File: config.mk
export PLATFORM = sky130hd
export DESIGN_NAME = display_window_fill_sequencer
export DESIGN_NICKNAME = d
export VERILOG_FILES = /design/src/sv/dwf_pkg.sv /design/src/sv/dwf_fifo.sv /design/src/sv/dwf_front.sv /design/src/sv/dwf_back.sv /design/src/sv/display_window_fill_sequencer.sv
export SDC_FILE = /design/constraint.sdc
export NUM_CORES = 1
export LEC_CHECK = 0
export BUFFER_PORTS_ARGS = -buffer_cell sky130_fd_sc_hd__buf_4
export CAP_MARGIN = 20
export CORE_MARGIN = 5
export CORE_UTILIZATION = 41
export CTS_CLUSTER_SIZE = 12
export DETAILED_ROUTE_END_ITERATION = 10
export SYNTH_ARGS = -nofsm -noshare
export SYNTH_HDL_FRONTEND = slang
export SYNTH_SLANG_ARGS = --single-unit
File: constraint.sdc
create_clock -name clk -period 10.45 [get_ports clk]
set_input_delay 2.09 -clock clk [delete_from_list [all_inputs] [get_ports clk]]
set_output_delay 2.09 -clock clk [all_outputs]
set_load 0.02 [all_outputs]
File: src/sv/dwf_pkg.sv
package dwf_pkg;

  // Field widths fixed by the port list
  localparam int COORD_W  = 9;
  localparam int HALF_W   = 8;
  localparam int COLOUR_W = 16;
  localparam int BYTE_W   = 8;
  localparam int CFG_IDX_W = 2;
  localparam int PIX_W    = 2 * COORD_W + 1;

  // Default coordinate width handed to the top level
  localparam int COORD_BITS = 9;

  // Register reset values
  localparam logic [COORD_W-1:0] COLUMN_LIMIT_RESET = COORD_W'(240);
  localparam logic [COORD_W-1:0] ROW_LIMIT_RESET    = COORD_W'(320);

  // Configuration register indexes
  localparam logic [CFG_IDX_W-1:0] REG_COLUMN_LIMIT = CFG_IDX_W'(0);
  localparam logic [CFG_IDX_W-1:0] REG_ROW_LIMIT    = CFG_IDX_W'(1);

  // Request codes
  localparam logic CMD_START   = 1'b0;
  localparam logic CMD_ADVANCE = 1'b1;

  // Request after classification, queued between front and back
  typedef struct packed {
    logic                cmd;
    logic [COORD_W-1:0]  col_lo;
    logic [COORD_W-1:0]  col_hi;
    logic [COORD_W-1:0]  row_lo;
    logic [COORD_W-1:0]  row_hi;
    logic [COLOUR_W-1:0] colour;
  } work_t;

  // One output byte with its flags
  typedef struct packed {
    logic [BYTE_W-1:0] out_byte;
    logic              is_data;
    logic              last;
  } res_t;

endpackage

File: src/sv/dwf_fifo.sv
module dwf_fifo #(
  parameter int WIDTH = 8,
  parameter int DEPTH = 2
) (
  input  logic             clk,
  input  logic             rst,
  input  logic             wr_en,
  input  logic [WIDTH-1:0] wr_data,
  input  logic             rd_en,
  output logic [WIDTH-1:0] rd_data,
  output logic             full,
  output logic             empty
);

  localparam int PTR_W = (DEPTH > 1) ? $clog2(DEPTH) : 1;
  localparam int CNT_W = $clog2(DEPTH + 1);

  logic [WIDTH-1:0] mem [DEPTH];
  logic [PTR_W-1:0] wr_ptr;
  logic [PTR_W-1:0] rd_ptr;
  logic [CNT_W-1:0] count;
  logic             do_wr;
  logic             do_rd;

  assign full    = (count == CNT_W'(DEPTH));
  assign empty   = (count == '0);
  assign do_wr   = wr_en && !full;
  assign do_rd   = rd_en && !empty;
  assign rd_data = mem[rd_ptr];

  // storage, no reset
  always_ff @(posedge clk) begin
    if (do_wr) begin
      mem[wr_ptr] <= wr_data;
    end
  end

  // pointers and fill count
  always_ff @(posedge clk) begin
    if (rst) begin
      wr_ptr <= '0;
      rd_ptr <= '0;
      count  <= '0;
    end else begin
      if (do_wr) begin
        wr_ptr <= (wr_ptr == PTR_W'(DEPTH - 1)) ? '0 : wr_ptr + 1'b1;
      end
      if (do_rd) begin
        rd_ptr <= (rd_ptr == PTR_W'(DEPTH - 1)) ? '0 : rd_ptr + 1'b1;
      end
      if (do_wr && !do_rd) begin
        count <= count + 1'b1;
      end else if (do_rd && !do_wr) begin
        count <= count - 1'b1;
      end
    end
  end

endmodule

File: src/sv/dwf_front.sv
module dwf_front #(
  parameter int COORD_BITS = dwf_pkg::COORD_BITS
) (
  input  logic                             clk,
  input  logic                             rst,
  input  logic                             cfg_valid,
  output logic                             cfg_ready,
  input  logic [dwf_pkg::CFG_IDX_W-1:0]    cfg_index,
  input  logic [dwf_pkg::COORD_W-1:0]      cfg_data,
  input  logic                             push,
  input  logic                             cmd,
  input  logic [dwf_pkg::COORD_W-1:0]      centre_x,
  input  logic [dwf_pkg::COORD_W-1:0]      centre_y,
  input  logic [dwf_pkg::HALF_W-1:0]       half_size,
  input  logic [dwf_pkg::COLOUR_W-1:0]     fill_colour,
  input  logic                             q_full,
  output logic                             q_wr,
  output dwf_pkg::work_t                   q_data
);

  import dwf_pkg::*;

  // coordinates are kept to the narrower of the parameter and the port
  localparam int CW = (COORD_BITS < COORD_W) ? COORD_BITS : COORD_W;

  logic [COORD_W-1:0]   column_limit;
  logic [COORD_W-1:0]   row_limit;
  logic [2*COORD_W-1:0] col_bounds;
  logic [2*COORD_W-1:0] row_bounds;

  // clamp centre to limit, then clip [c-half, c+half] to [0, limit]
  function automatic logic [2*COORD_W-1:0] clip_axis(
    input logic [COORD_W-1:0] centre,
    input logic [HALF_W-1:0]  half,
    input logic [COORD_W-1:0] limit
  );
    logic [CW-1:0] c;
    logic [CW-1:0] lim;
    logic [CW-1:0] lo;
    logic [CW-1:0] hi;
    logic [CW:0]   top;
    c   = centre[CW-1:0];
    lim = limit[CW-1:0];
    if (c > lim) begin
      c = lim;
    end
    lo  = (c >= CW'(half)) ? (c - CW'(half)) : '0;
    top = {1'b0, c} + (CW + 1)'(half);
    hi  = (top <= {1'b0, lim}) ? top[CW-1:0] : lim;
    return {COORD_W'(hi), COORD_W'(lo)};
  endfunction

  // configuration registers, always writable
  assign cfg_ready = 1'b1;

  always_ff @(posedge clk) begin
    if (rst) begin
      column_limit <= COLUMN_LIMIT_RESET;
      row_limit    <= ROW_LIMIT_RESET;
    end else if (cfg_valid) begin
      case (cfg_index)
        REG_COLUMN_LIMIT: column_limit <= cfg_data;
        REG_ROW_LIMIT:    row_limit    <= cfg_data;
        default: ;
      endcase
    end
  end

  // window clipping on the way into the queue
  assign col_bounds = clip_axis(centre_x, half_size, column_limit);
  assign row_bounds = clip_axis(centre_y, half_size, row_limit);

  assign q_wr = push && !q_full;

  always_comb begin
    q_data.cmd    = cmd;
    q_data.col_lo = col_bounds[COORD_W-1:0];
    q_data.col_hi = col_bounds[2*COORD_W-1:COORD_W];
    q_data.row_lo = row_bounds[COORD_W-1:0];
    q_data.row_hi = row_bounds[2*COORD_W-1:COORD_W];
    q_data.colour = fill_colour;
  end

endmodule

File: src/sv/dwf_back.sv
module dwf_back (
  input  logic            clk,
  input  logic            rst,
  input  logic            q_empty,
  input  dwf_pkg::work_t  q_data,
  output logic            q_rd,
  input  logic            out_full,
  output logic            out_wr,
  output dwf_pkg::res_t   out_data
);

  import dwf_pkg::*;

  // header positions
  localparam logic [3:0] HDR_COLUMN_SET = 4'd0;
  localparam logic [3:0] HDR_COL_LO_H   = 4'd1;
  localparam logic [3:0] HDR_COL_LO_L   = 4'd2;
  localparam logic [3:0] HDR_COL_HI_H   = 4'd3;
  localparam logic [3:0] HDR_COL_HI_L   = 4'd4;
  localparam logic [3:0] HDR_ROW_SET    = 4'd5;
  localparam logic [3:0] HDR_ROW_LO_H   = 4'd6;
  localparam logic [3:0] HDR_ROW_LO_L   = 4'd7;
  localparam logic [3:0] HDR_ROW_HI_H   = 4'd8;
  localparam logic [3:0] HDR_ROW_HI_L   = 4'd9;
  localparam logic [3:0] HDR_RAM_WRITE  = 4'd10;
  localparam logic [3:0] PIXEL_PHASE    = 4'd11;

  localparam logic [BYTE_W-1:0] OP_COLUMN_SET = 8'h2A;
  localparam logic [BYTE_W-1:0] OP_ROW_SET    = 8'h2B;
  localparam logic [BYTE_W-1:0] OP_RAM_WRITE  = 8'h2C;

  logic                busy;
  logic [3:0]          header_index;
  logic [COORD_W-1:0]  col_lo;
  logic [COORD_W-1:0]  col_hi;
  logic [COORD_W-1:0]  row_lo;
  logic [COORD_W-1:0]  row_hi;
  logic [PIX_W-1:0]    pixels_left;
  logic [COLOUR_W-1:0] colour_latch;
  logic                low_half_next;

  logic                take;
  logic                is_start;
  logic [COORD_W:0]    width_q;
  logic [COORD_W:0]    height_q;
  logic [PIX_W-1:0]    pixels_dec;
  logic [BYTE_W-1:0]   hdr_byte;
  logic                hdr_is_data;

  // a start always drains; an advance waits for output space
  assign is_start = (q_data.cmd == CMD_START);
  assign take     = !q_empty && (is_start || !out_full);
  assign q_rd     = take;

  // inclusive extents of the new window
  assign width_q  = {1'b0, q_data.col_hi} - {1'b0, q_data.col_lo} + 1'b1;
  assign height_q = {1'b0, q_data.row_hi} - {1'b0, q_data.row_lo} + 1'b1;

  assign pixels_dec = (pixels_left != '0) ? pixels_left - 1'b1 : '0;

  // header byte select
  always_comb begin
    hdr_is_data = 1'b1;
    case (header_index)
      HDR_COLUMN_SET: begin
        hdr_byte    = OP_COLUMN_SET;
        hdr_is_data = 1'b0;
      end
      HDR_COL_LO_H:  hdr_byte = BYTE_W'(16'(col_lo) >> 8);
      HDR_COL_LO_L:  hdr_byte = col_lo[BYTE_W-1:0];
      HDR_COL_HI_H:  hdr_byte = BYTE_W'(16'(col_hi) >> 8);
      HDR_COL_HI_L:  hdr_byte = col_hi[BYTE_W-1:0];
      HDR_ROW_SET: begin
        hdr_byte    = OP_ROW_SET;
        hdr_is_data = 1'b0;
      end
      HDR_ROW_LO_H:  hdr_byte = BYTE_W'(16'(row_lo) >> 8);
      HDR_ROW_LO_L:  hdr_byte = row_lo[BYTE_W-1:0];
      HDR_ROW_HI_H:  hdr_byte = BYTE_W'(16'(row_hi) >> 8);
      HDR_ROW_HI_L:  hdr_byte = row_hi[BYTE_W-1:0];
      HDR_RAM_WRITE: begin
        hdr_byte    = OP_RAM_WRITE;
        hdr_is_data = 1'b0;
      end
      default:       hdr_byte = '0;
    endcase
  end

  // output byte for the current position
  always_comb begin
    out_wr            = take && !is_start && busy;
    out_data.is_data  = 1'b1;
    out_data.last     = 1'b0;
    if (header_index < PIXEL_PHASE) begin
      out_data.out_byte = hdr_byte;
      out_data.is_data  = hdr_is_data;
    end else if (!low_half_next) begin
      out_data.out_byte = colour_latch[15:8];
    end else begin
      out_data.out_byte = colour_latch[7:0];
      out_data.last     = (pixels_dec == '0);
    end
  end

  // window state, no reset needed on payload
  always_ff @(posedge clk) begin
    if (take && is_start) begin
      col_lo       <= q_data.col_lo;
      col_hi       <= q_data.col_hi;
      row_lo       <= q_data.row_lo;
      row_hi       <= q_data.row_hi;
      colour_latch <= q_data.colour;
    end
  end

  // sequencing state
  always_ff @(posedge clk) begin
    if (rst) begin
      busy          <= 1'b0;
      header_index  <= HDR_COLUMN_SET;
      pixels_left   <= '0;
      low_half_next <= 1'b0;
    end else if (take && is_start) begin
      busy          <= 1'b1;
      header_index  <= HDR_COLUMN_SET;
      pixels_left   <= PIX_W'(width_q) * PIX_W'(height_q);
      low_half_next <= 1'b0;
    end else if (out_wr) begin
      if (header_index < PIXEL_PHASE) begin
        header_index <= header_index + 1'b1;
      end else if (!low_half_next) begin
        low_half_next <= 1'b1;
      end else begin
        low_half_next <= 1'b0;
        pixels_left   <= pixels_dec;
        if (pixels_dec == '0) begin
          busy         <= 1'b0;
          header_index <= HDR_COLUMN_SET;
        end
      end
    end
  end

endmodule

File: src/sv/display_window_fill_sequencer.sv
// Window fill byte sequencer for a DCS style display link.
// Input queue (push/full): cmd 0 starts a fill with centre, half size and
// colour; cmd 1 asks for the next byte. A start gives no byte; an advance
// while no fill is running is dropped.
// Output queue (empty/pop): out_byte, is_data, last. Bytes come in order:
// 0x2A and four column bytes, 0x2B and four row bytes, 0x2C, then the
// colour high and low byte for each pixel; last marks the final low byte.
// Configuration (cfg_valid/cfg_ready, cfg_index, cfg_data): column_limit
// and row_limit, always ready, used at the next start.
// Flow: a request is clipped on entry and written to the request queue; the
// back writes its byte into the output queue in the same cycle it reads the
// request from the request queue, and the byte can then be popped. One
// request per cycle is taken while the two-entry queues between front, back
// and output have room; a stall on either side holds the flow once they fill.
// Stalls: when pop stays low the output queue fills, the back stops
// draining advances, and full rises once the front queue is full.
// Reset: limits return to 240 and 320, both queues empty, no fill running.
module display_window_fill_sequencer #(
  parameter int COORD_BITS = dwf_pkg::COORD_BITS
) (
  input  logic                          clk,
  input  logic                          rst,
  input  logic                          cfg_valid,
  output logic                          cfg_ready,
  input  logic [dwf_pkg::CFG_IDX_W-1:0] cfg_index,
  input  logic [dwf_pkg::COORD_W-1:0]   cfg_data,
  input  logic                          push,
  output logic                          full,
  input  logic                          cmd,
  input  logic [dwf_pkg::COORD_W-1:0]   centre_x,
  input  logic [dwf_pkg::COORD_W-1:0]   centre_y,
  input  logic [dwf_pkg::HALF_W-1:0]    half_size,
  input  logic [dwf_pkg::COLOUR_W-1:0]  fill_colour,
  output logic                          empty,
  input  logic                          pop,
  output logic [dwf_pkg::BYTE_W-1:0]    out_byte,
  output logic                          is_data,
  output logic                          last
);

  import dwf_pkg::*;

  localparam int WORK_W = $bits(work_t);
  localparam int RES_W  = $bits(res_t);

  logic  q_wr;
  logic  q_rd;
  logic  q_empty;
  work_t q_in;
  work_t q_out;
  logic  out_wr;
  logic  out_full;
  res_t  out_in;
  res_t  out_q;

  // front: config registers and clipping
  dwf_front #(
    .COORD_BITS(COORD_BITS)
  ) u_front (
    .clk        (clk),
    .rst        (rst),
    .cfg_valid  (cfg_valid),
    .cfg_ready  (cfg_ready),
    .cfg_index  (cfg_index),
    .cfg_data   (cfg_data),
    .push       (push),
    .cmd        (cmd),
    .centre_x   (centre_x),
    .centre_y   (centre_y),
    .half_size  (half_size),
    .fill_colour(fill_colour),
    .q_full     (full),
    .q_wr       (q_wr),
    .q_data     (q_in)
  );

  // request queue between front and back
  dwf_fifo #(
    .WIDTH(WORK_W),
    .DEPTH(2)
  ) u_req_q (
    .clk    (clk),
    .rst    (rst),
    .wr_en  (q_wr),
    .wr_data(q_in),
    .rd_en  (q_rd),
    .rd_data(q_out),
    .full   (full),
    .empty  (q_empty)
  );

  // back: byte sequencer
  dwf_back u_back (
    .clk     (clk),
    .rst     (rst),
    .q_empty (q_empty),
    .q_data  (q_out),
    .q_rd    (q_rd),
    .out_full(out_full),
    .out_wr  (out_wr),
    .out_data(out_in)
  );

  // result queue
  dwf_fifo #(
    .WIDTH(RES_W),
    .DEPTH(2)
  ) u_res_q (
    .clk    (clk),
    .rst    (rst),
    .wr_en  (out_wr),
    .wr_data(out_in),
    .rd_en  (pop),
    .rd_data(out_q),
    .full   (out_full),
    .empty  (empty)
  );

  assign out_byte = out_q.out_byte;
  assign is_data  = out_q.is_data;
  assign last     = out_q.last;

endmodule

==> results.py, run 1 <==
metrics = {
    "synth": {
        "synthArstFlopShare": 0,
        "synth_cells": 1489,
        "yosysMostFrequentCell": "edfxtp_1",
        "ys_seq_elements": 231,
        "yosysTopAreaCellShare": 0.334,
        "yosysTopAreaCell": "edfxtp_1",
        "synth_edf_count": 178,
        "synthTopCellsByCount": "edfxtp_1, inv_1, ha_1, nor2_1, mux2_2",
        "syn_avg_cell_area_um2": 10.8,
        "syn_nets": 1776,
        "ys_warn_count": 0,
        "synth_ff_type": "edfxtp_1",
        "synth_area_leaders": "edfxtp_1, ha_1, fa_1",
        "ys_seq_area_frac": 0.400,
        "syn_area_um2": 16000,
        "yosysUniqueCellTypes": 70,
    },
    "grt": {
        "track_usage": 0.171,
        "grt_pass1_vias": 11500,
        "grt_pass1_wl_mm": 60.7,
        "grt_use_met1": 0.229,
        "use_met2": 0.297,
        "grtUsageMet3": 0.0237,
        "antenna_found_initial": 0,
        "grt.busiest_layer": "met2",
        "grt_max_degree": 79,
        "overflow": 0,
    },
    "critical_path": {
        "crit_arrival_ns": 9.21,
        "reg2reg_depth": 29,
        "cp-endpoint": "u_back.pixels_left[18]",
        "crit_fanout": 34,
        "crit_slowest_cell": "dfxtp_2",
        "critPathMaxStageDelay_ns": 0.94,
        "worst_ep_required_time_ns": 10.90,
        "crit_path_frequent_cell": "fa_1",
        "worstSetupEndpointType": "flip-flop",
        "reg2reg_to": "u_back.pixels_left[18]",
        "reg2reg_slack_ns": 1.69,
        "setup.worst_path.class": "flip-flop to flip-flop",
        "crit_path_start_kind": "flip-flop",
    },
    "place": {
        "place_congestion": 0.890,
        "placed_area_um2": 17100,
        "port-buffer-count": 70,
        "dp_hpwl_mm": 28.5,
    },
    "sta": {
        "fin_tns_setup_ns": 0,
        "tightest_slew_ns": 0.972,
        "timing.final.crit_share": 0.839,
        "hold_viol_final": 0,
        "period_needed_ns": 8.76,
        "timing.fmax_mhz": 114,
        "maxSlewHeadroom": 0.352,
        "slew_violations": 0,
        "rsz0062_at_grt": "no",
        "finalSetupViolations": 0,
        "skew_ns": 0.0108,
    },
    "die": {
        "die_area_um2": 43100,
        "core-area_um2": 38600,
        "die_h_um": 208,
        "start_util": 0.414,
        "ios": 72,
        "core.rowCount": 72,
        "chipWidth_um": 208,
    },
    "finish": {
        "final_area_um2": 17900,
        "drive_above_1_share": 0.136,
        "areaGrowthSynthToFinish_pct": 11.7,
        "multi_input_area_um2": 8840,
        "antenna_cells": 0,
        "regArea_um2": 6410,
        "nets": 1840,
        "nFillCells": 3577,
    },
    "clock_tree": {
        "clk_pin_slew_worst_paths_ns": 0.06,
        "cts_buffers": 26,
        "clk_path_buf_depth": 3,
        "htree_levels": 1,
        "cts_sinks": 231,
        "postCtsHoldBufs": 0,
        "cts_tree": "built",
        "cts_resized": 0,
        "cts_setup_buffers": 0,
        "cts_root_buffer": "clkbuf_16",
        "clkLatencyLatePin_ns": 0.53,
    },
    "drt": {
        "ant_nets": 0,
        "via_per_inst": 5.26,
        "first_pass_iters": 5,
        "drc": 0,
        "drtIter0Drc": 628,
        "vias": 11000,
        "wl_mm": 37.1,
        "post_drt_wl_per_cell_um": 17.8,
    },
    "status": {
        "status": "complete, no violations",
    },
    "hold_path": {
        "hp-class": "flip-flop to flip-flop",
    },
    "run": {
        "maxCapViolCount": 0,
    },
}
cell families after synthesis:
logic type | count (synthesis) | synth area share
and+or+nand+nor | 350 | 0.104
AOI/OAI and AO/OA | 273 | 0.114
DFF | 231 | 0.400
adders and majority gates | 228 | 0.210
buffers and inverters | 209 | 0.0495
muxes | 119 | 0.0802
xor gates and xnor gates | 78 | 0.0427
other | 1 | 0.000234
routing by layer:
metal | wire (µm) | share of wire
met2 | 17900 | 0.48
met1 | 16800 | 0.45
met5 | 0 | 0
met4 | 890 | 0.024
met3 | 1430 | 0.039
how the worst min path moves through the flow:
stage / start / to / depth (start not counted)
6_report: u_back.busy / u_back.busy / 2
5_1_grt: u_back.busy / u_back.busy / 2
4_1_cts: u_back.busy / u_back.busy / 2
3_5_place_dp: u_back.busy / u_back.busy / 2
3_3_place_gp: u_back.busy / u_back.busy / 2
2_1_floorplan: u_back.busy / u_back.busy / 2
worst max-delay path, delay by kind of cell, from the launching register on:
family / cells / cell delay (ns)
buffers and inverters: 6 / 0.75
XOR/XNOR: 3 / 0.80
multiplexers: 1 / 0.34
AND/OR/NAND/NOR: 4 / 0.85
adder cells (fa/ha/maj): 9 / 3.80
AO/OA/AOI/OAI: 6 / 1.17
flip-flops: 1 / 0.94
flip-flops by register name, indices dropped and copies added, names as in the netlist, named ones only:
name                  cells
u_req_q.wr_ptr            1
u_front.column_limit      9
u_back.row_hi             9
u_res_q.count             2
u_front.row_limit         9
u_back.busy               1
u_req_q.count             2
u_back.low_half_next      1
u_res_q.rd_ptr            1
u_req_q.rd_ptr            1
u_back.header_index       4
u_res_q.wr_ptr            1
u_back.pixels_left       19
u_back.col_hi             9
u_back.colour_latch      16
u_req_q.mem             106
u_back.col_lo             9
u_back.row_lo             9
u_res_q.mem              20
cells in the final DEF, fill, tap and decap left out, types with 16 or more instances in the layout:
cell and n:
nand3_1 17, nand2b_1 29, xor2_1 28, nor3_1 17, edfxtp_1 178, inv_1 163, a21oi_1 65, a211oi_1 18
mux2i_1 44, dfxtp_1 52, o21ai_0 48, mux2_2 75, a21o_1 17, nand2_1 61, xnor2_1 50, nor2b_1 16
ha_1 161, buf_4 78, clkbuf_16 27, fa_1 67, nor2_1 151
layout make-up:
type,count,area share
well taps,518,0.0362
flip-flops and latches,231,0.358
clock buffers,33,0.0390
inverters,165,0.0346
multi-input cells,1049,0.494
repair buffers,80,0.0336
clock inverters,11,0.00475
per-stage QoR:
| step | hold slack [ns] | utilization | worst slack, ns | instances |
|---|---|---|---|---|
| 3_3_place_gp | 0.461 | 0.442 | 1.88 | 2041 |
| 3_5_place_dp | 0.486 | 0.442 | 1.69 | 2041 |
| 5_1_grt | 0.522 | 0.463 | 1.17 | 2087 |
| 6_report | 0.492 | 0.463 | 1.69 | 2087 |
| 4_1_cts | 0.494 | 0.463 | 1.64 | 2085 |
| 2_1_floorplan | 0.450 | - | 2.65 | 1489 |
Power of run 1 is not shown: default switching activity piles up to over one toggle a cycle in this logic, so the estimate is an artifact.
==> run 2: changes to the inputs <==
==> constraint.sdc (replaced) <==
create_clock -name clk -period 7.9 [get_ports clk]
set_input_delay 1.58 -clock clk [delete_from_list [all_inputs] [get_ports clk]]
set_output_delay 1.58 -clock clk [all_outputs]
set_load 0.02 [all_outputs]
==> run 2 against run 1 <==
  * Worst setup slack got worse by 1.2 ns
  * Sequential cell count did not move
  * Register-to-register slack got worse by 1.2 ns
  * Core utilization rose by 0.71 points
  * Sequential share of layout area fell by 0.52 points
  * Count of clock-buffer cells in the layout rose by 2
  * Wire length rose by 2.5%
  * Via count rose by 1.5%
  * Critical path type unchanged
  * Largest cell class unchanged
==> results.py, run 2 (synthesis gave the netlist of run 1 again) <==
metrics = {
    "sta": {
        "finalWorstSetupSlack_ns": 0.459,
        "timing.final.crit_share": 0.942,
        "rsz0062_at_grt": "no",
        "finalSetupViolations": 0,
        "slew_violations": 0,
        "maxSlewHeadroom": 0.304,
        "period_needed_ns": 7.44,
        "skew_ns": 0.0318,
        "fin_tns_setup_ns": 0,
        "timing.fmax_mhz": 134,
        "hold_viol_final": 0,
        "tightest_slew_ns": 1.04,
    },
    "clock_tree": {
        "htree_levels": 1,
        "postCtsHoldBufs": 0,
        "cts_root_buffer": "clkbuf_16",
        "clkLatencyLatePin_ns": 0.55,
        "clk_path_buf_depth": 3,
        "clk_pin_slew_worst_paths_ns": 0.06,
        "cts_tree": "built",
        "cts_sinks": 231,
        "cts_buffers": 27,
    },
    "critical_path": {
        "reg2reg_slack_ns": 0.46,
        "setup.worst_path.class": "flip-flop to flip-flop",
        "crit_fanout": 12,
        "cp.depth": 27,
        "crit_path_frequent_cell": "fa_1",
        "crit_slowest_cell": "fa_1",
        "critPathMaxStageDelay_ns": 0.54,
        "path_buf_inv": 4,
        "worstSetupEndpointType": "flip-flop",
        "path_delay_family": "adder cells",
        "reg2reg_depth": 27,
        "worst_ep_required_time_ns": 8.30,
        "crit_arrival_ns": 7.84,
        "crit_path_start_kind": "flip-flop",
    },
    "die": {
        "core.rowCount": 72,
        "start_util": 0.414,
        "core-area_um2": 38600,
        "ios": 72,
        "chipWidth_um": 208,
        "die_area_um2": 43100,
        "die_h_um": 208,
    },
    "drt": {
        "wl_mm": 38.0,
        "vias": 11100,
        "first_pass_iters": 5,
        "drc": 0,
        "post_drt_wl_per_cell_um": 18.0,
        "ant_nets": 0,
        "via_per_inst": 5.27,
        "drtIter0Drc": 497,
    },
    "finish": {
        "nets": 1862,
        "drive_above_1_share": 0.155,
        "areaGrowthSynthToFinish_pct": 13.5,
        "final_common_cell": "edfxtp_1",
        "antenna_cells": 0,
        "top_register": "u_req_q.mem",
        "layout_common_cells": "edfxtp_1, inv_1, ha_1, nor2_1, buf_4",
        "reg_top3": "u_req_q.mem: 106 flops, u_res_q.mem: 20 flops, u_back.pixels_left: 19 flops",
        "largest_reg_flops": 106,
    },
    "place": {
        "port-buffer-count": 70,
        "place_congestion": 0.857,
        "dp_slack_ns": 0.211,
        "dp_hpwl_mm": 29.3,
    },
    "grt": {
        "antenna_found_initial": 0,
        "track_usage": 0.172,
        "grt_pass1_vias": 11600,
        "grt_pass1_wl_mm": 60.9,
        "grt_max_degree": 74,
        "overflow": 0,
    },
    "hold_path": {
        "hold_depth": 2,
        "hp-class": "flip-flop to flip-flop",
    },
    "run": {
        "maxCapViolCount": 0,
    },
    "status": {
        "status": "complete, no violations",
    },
}
-- run 2: final timing paths --
check | from | end
max | flip-flop | u_back.pixels_left[17]
min | u_back.busy | u_back.busy
max reg2reg | flip-flop | u_back.pixels_left[17]
min reg2reg | u_back.busy | u_back.busy
-- run 2: worst register-to-register path: stages (launching register included) --
cell      delay, ns
dfxtp_4        0.40
buf_4          0.24
mux2_2         0.38
ha_1           0.32
ha_1           0.28
a21o_1         0.18
a21oi_1        0.21
o21bai_1       0.10
a21oi_1        0.27
o21ai_1        0.18
xor2_1         0.20
nand2_1        0.09
fa_1           0.50
inv_1          0.05
fa_1           0.52
fa_1           0.44
fa_1           0.54
inv_1          0.06
fa_1           0.54
inv_1          0.04
ha_1           0.24
or4_1          0.54
a21oi_2        0.15
o211ai_1       0.11
o211ai_1       0.17
o21bai_1       0.14
o31ai_1        0.26
o221ai_1       0.17
-- run 2: metrics by stage --
step | hold slack (ns) | util | std cells | instance area (µm²)
final | 0.491 | 0.470 | 2114 | 18200
after global routing | 0.512 | 0.470 | 2114 | 18200
after CTS | 0.494 | 0.468 | 2112 | 18100
after detailed placement | 0.462 | 0.447 | 2062 | 17300
after global placement | 0.462 | 0.447 | 2062 | 17300
after floorplan | 0.450 | - | 1489 | 16000
-- run 2: area by class of cell --
type | count | area, µm²
well taps | 518 | 648
clock buffers | 35 | 706
fillers | 3555 | 20500
multi-input cells | 1049 | 8890
inverters | 165 | 619
clock inverters | 15 | 111
repair buffers | 101 | 788
flip-flops and latches | 231 | 6410
-- run 2: layer usage --
layer  share of wire  track usage  up-vias
met4           0.030       0.0512        0
met1            0.45        0.222     5358
met5               0            0        -
met3           0.038       0.0278       79
li1                -            -     5476
met2            0.48        0.299      233
-- run 2: what timing repair did --
item                                    CTS  global route
resized for setup                         0            13
buffers inserted                          0             1
endpoints found under the setup margin    0             5
Power of run 2 is left out for the same reason.
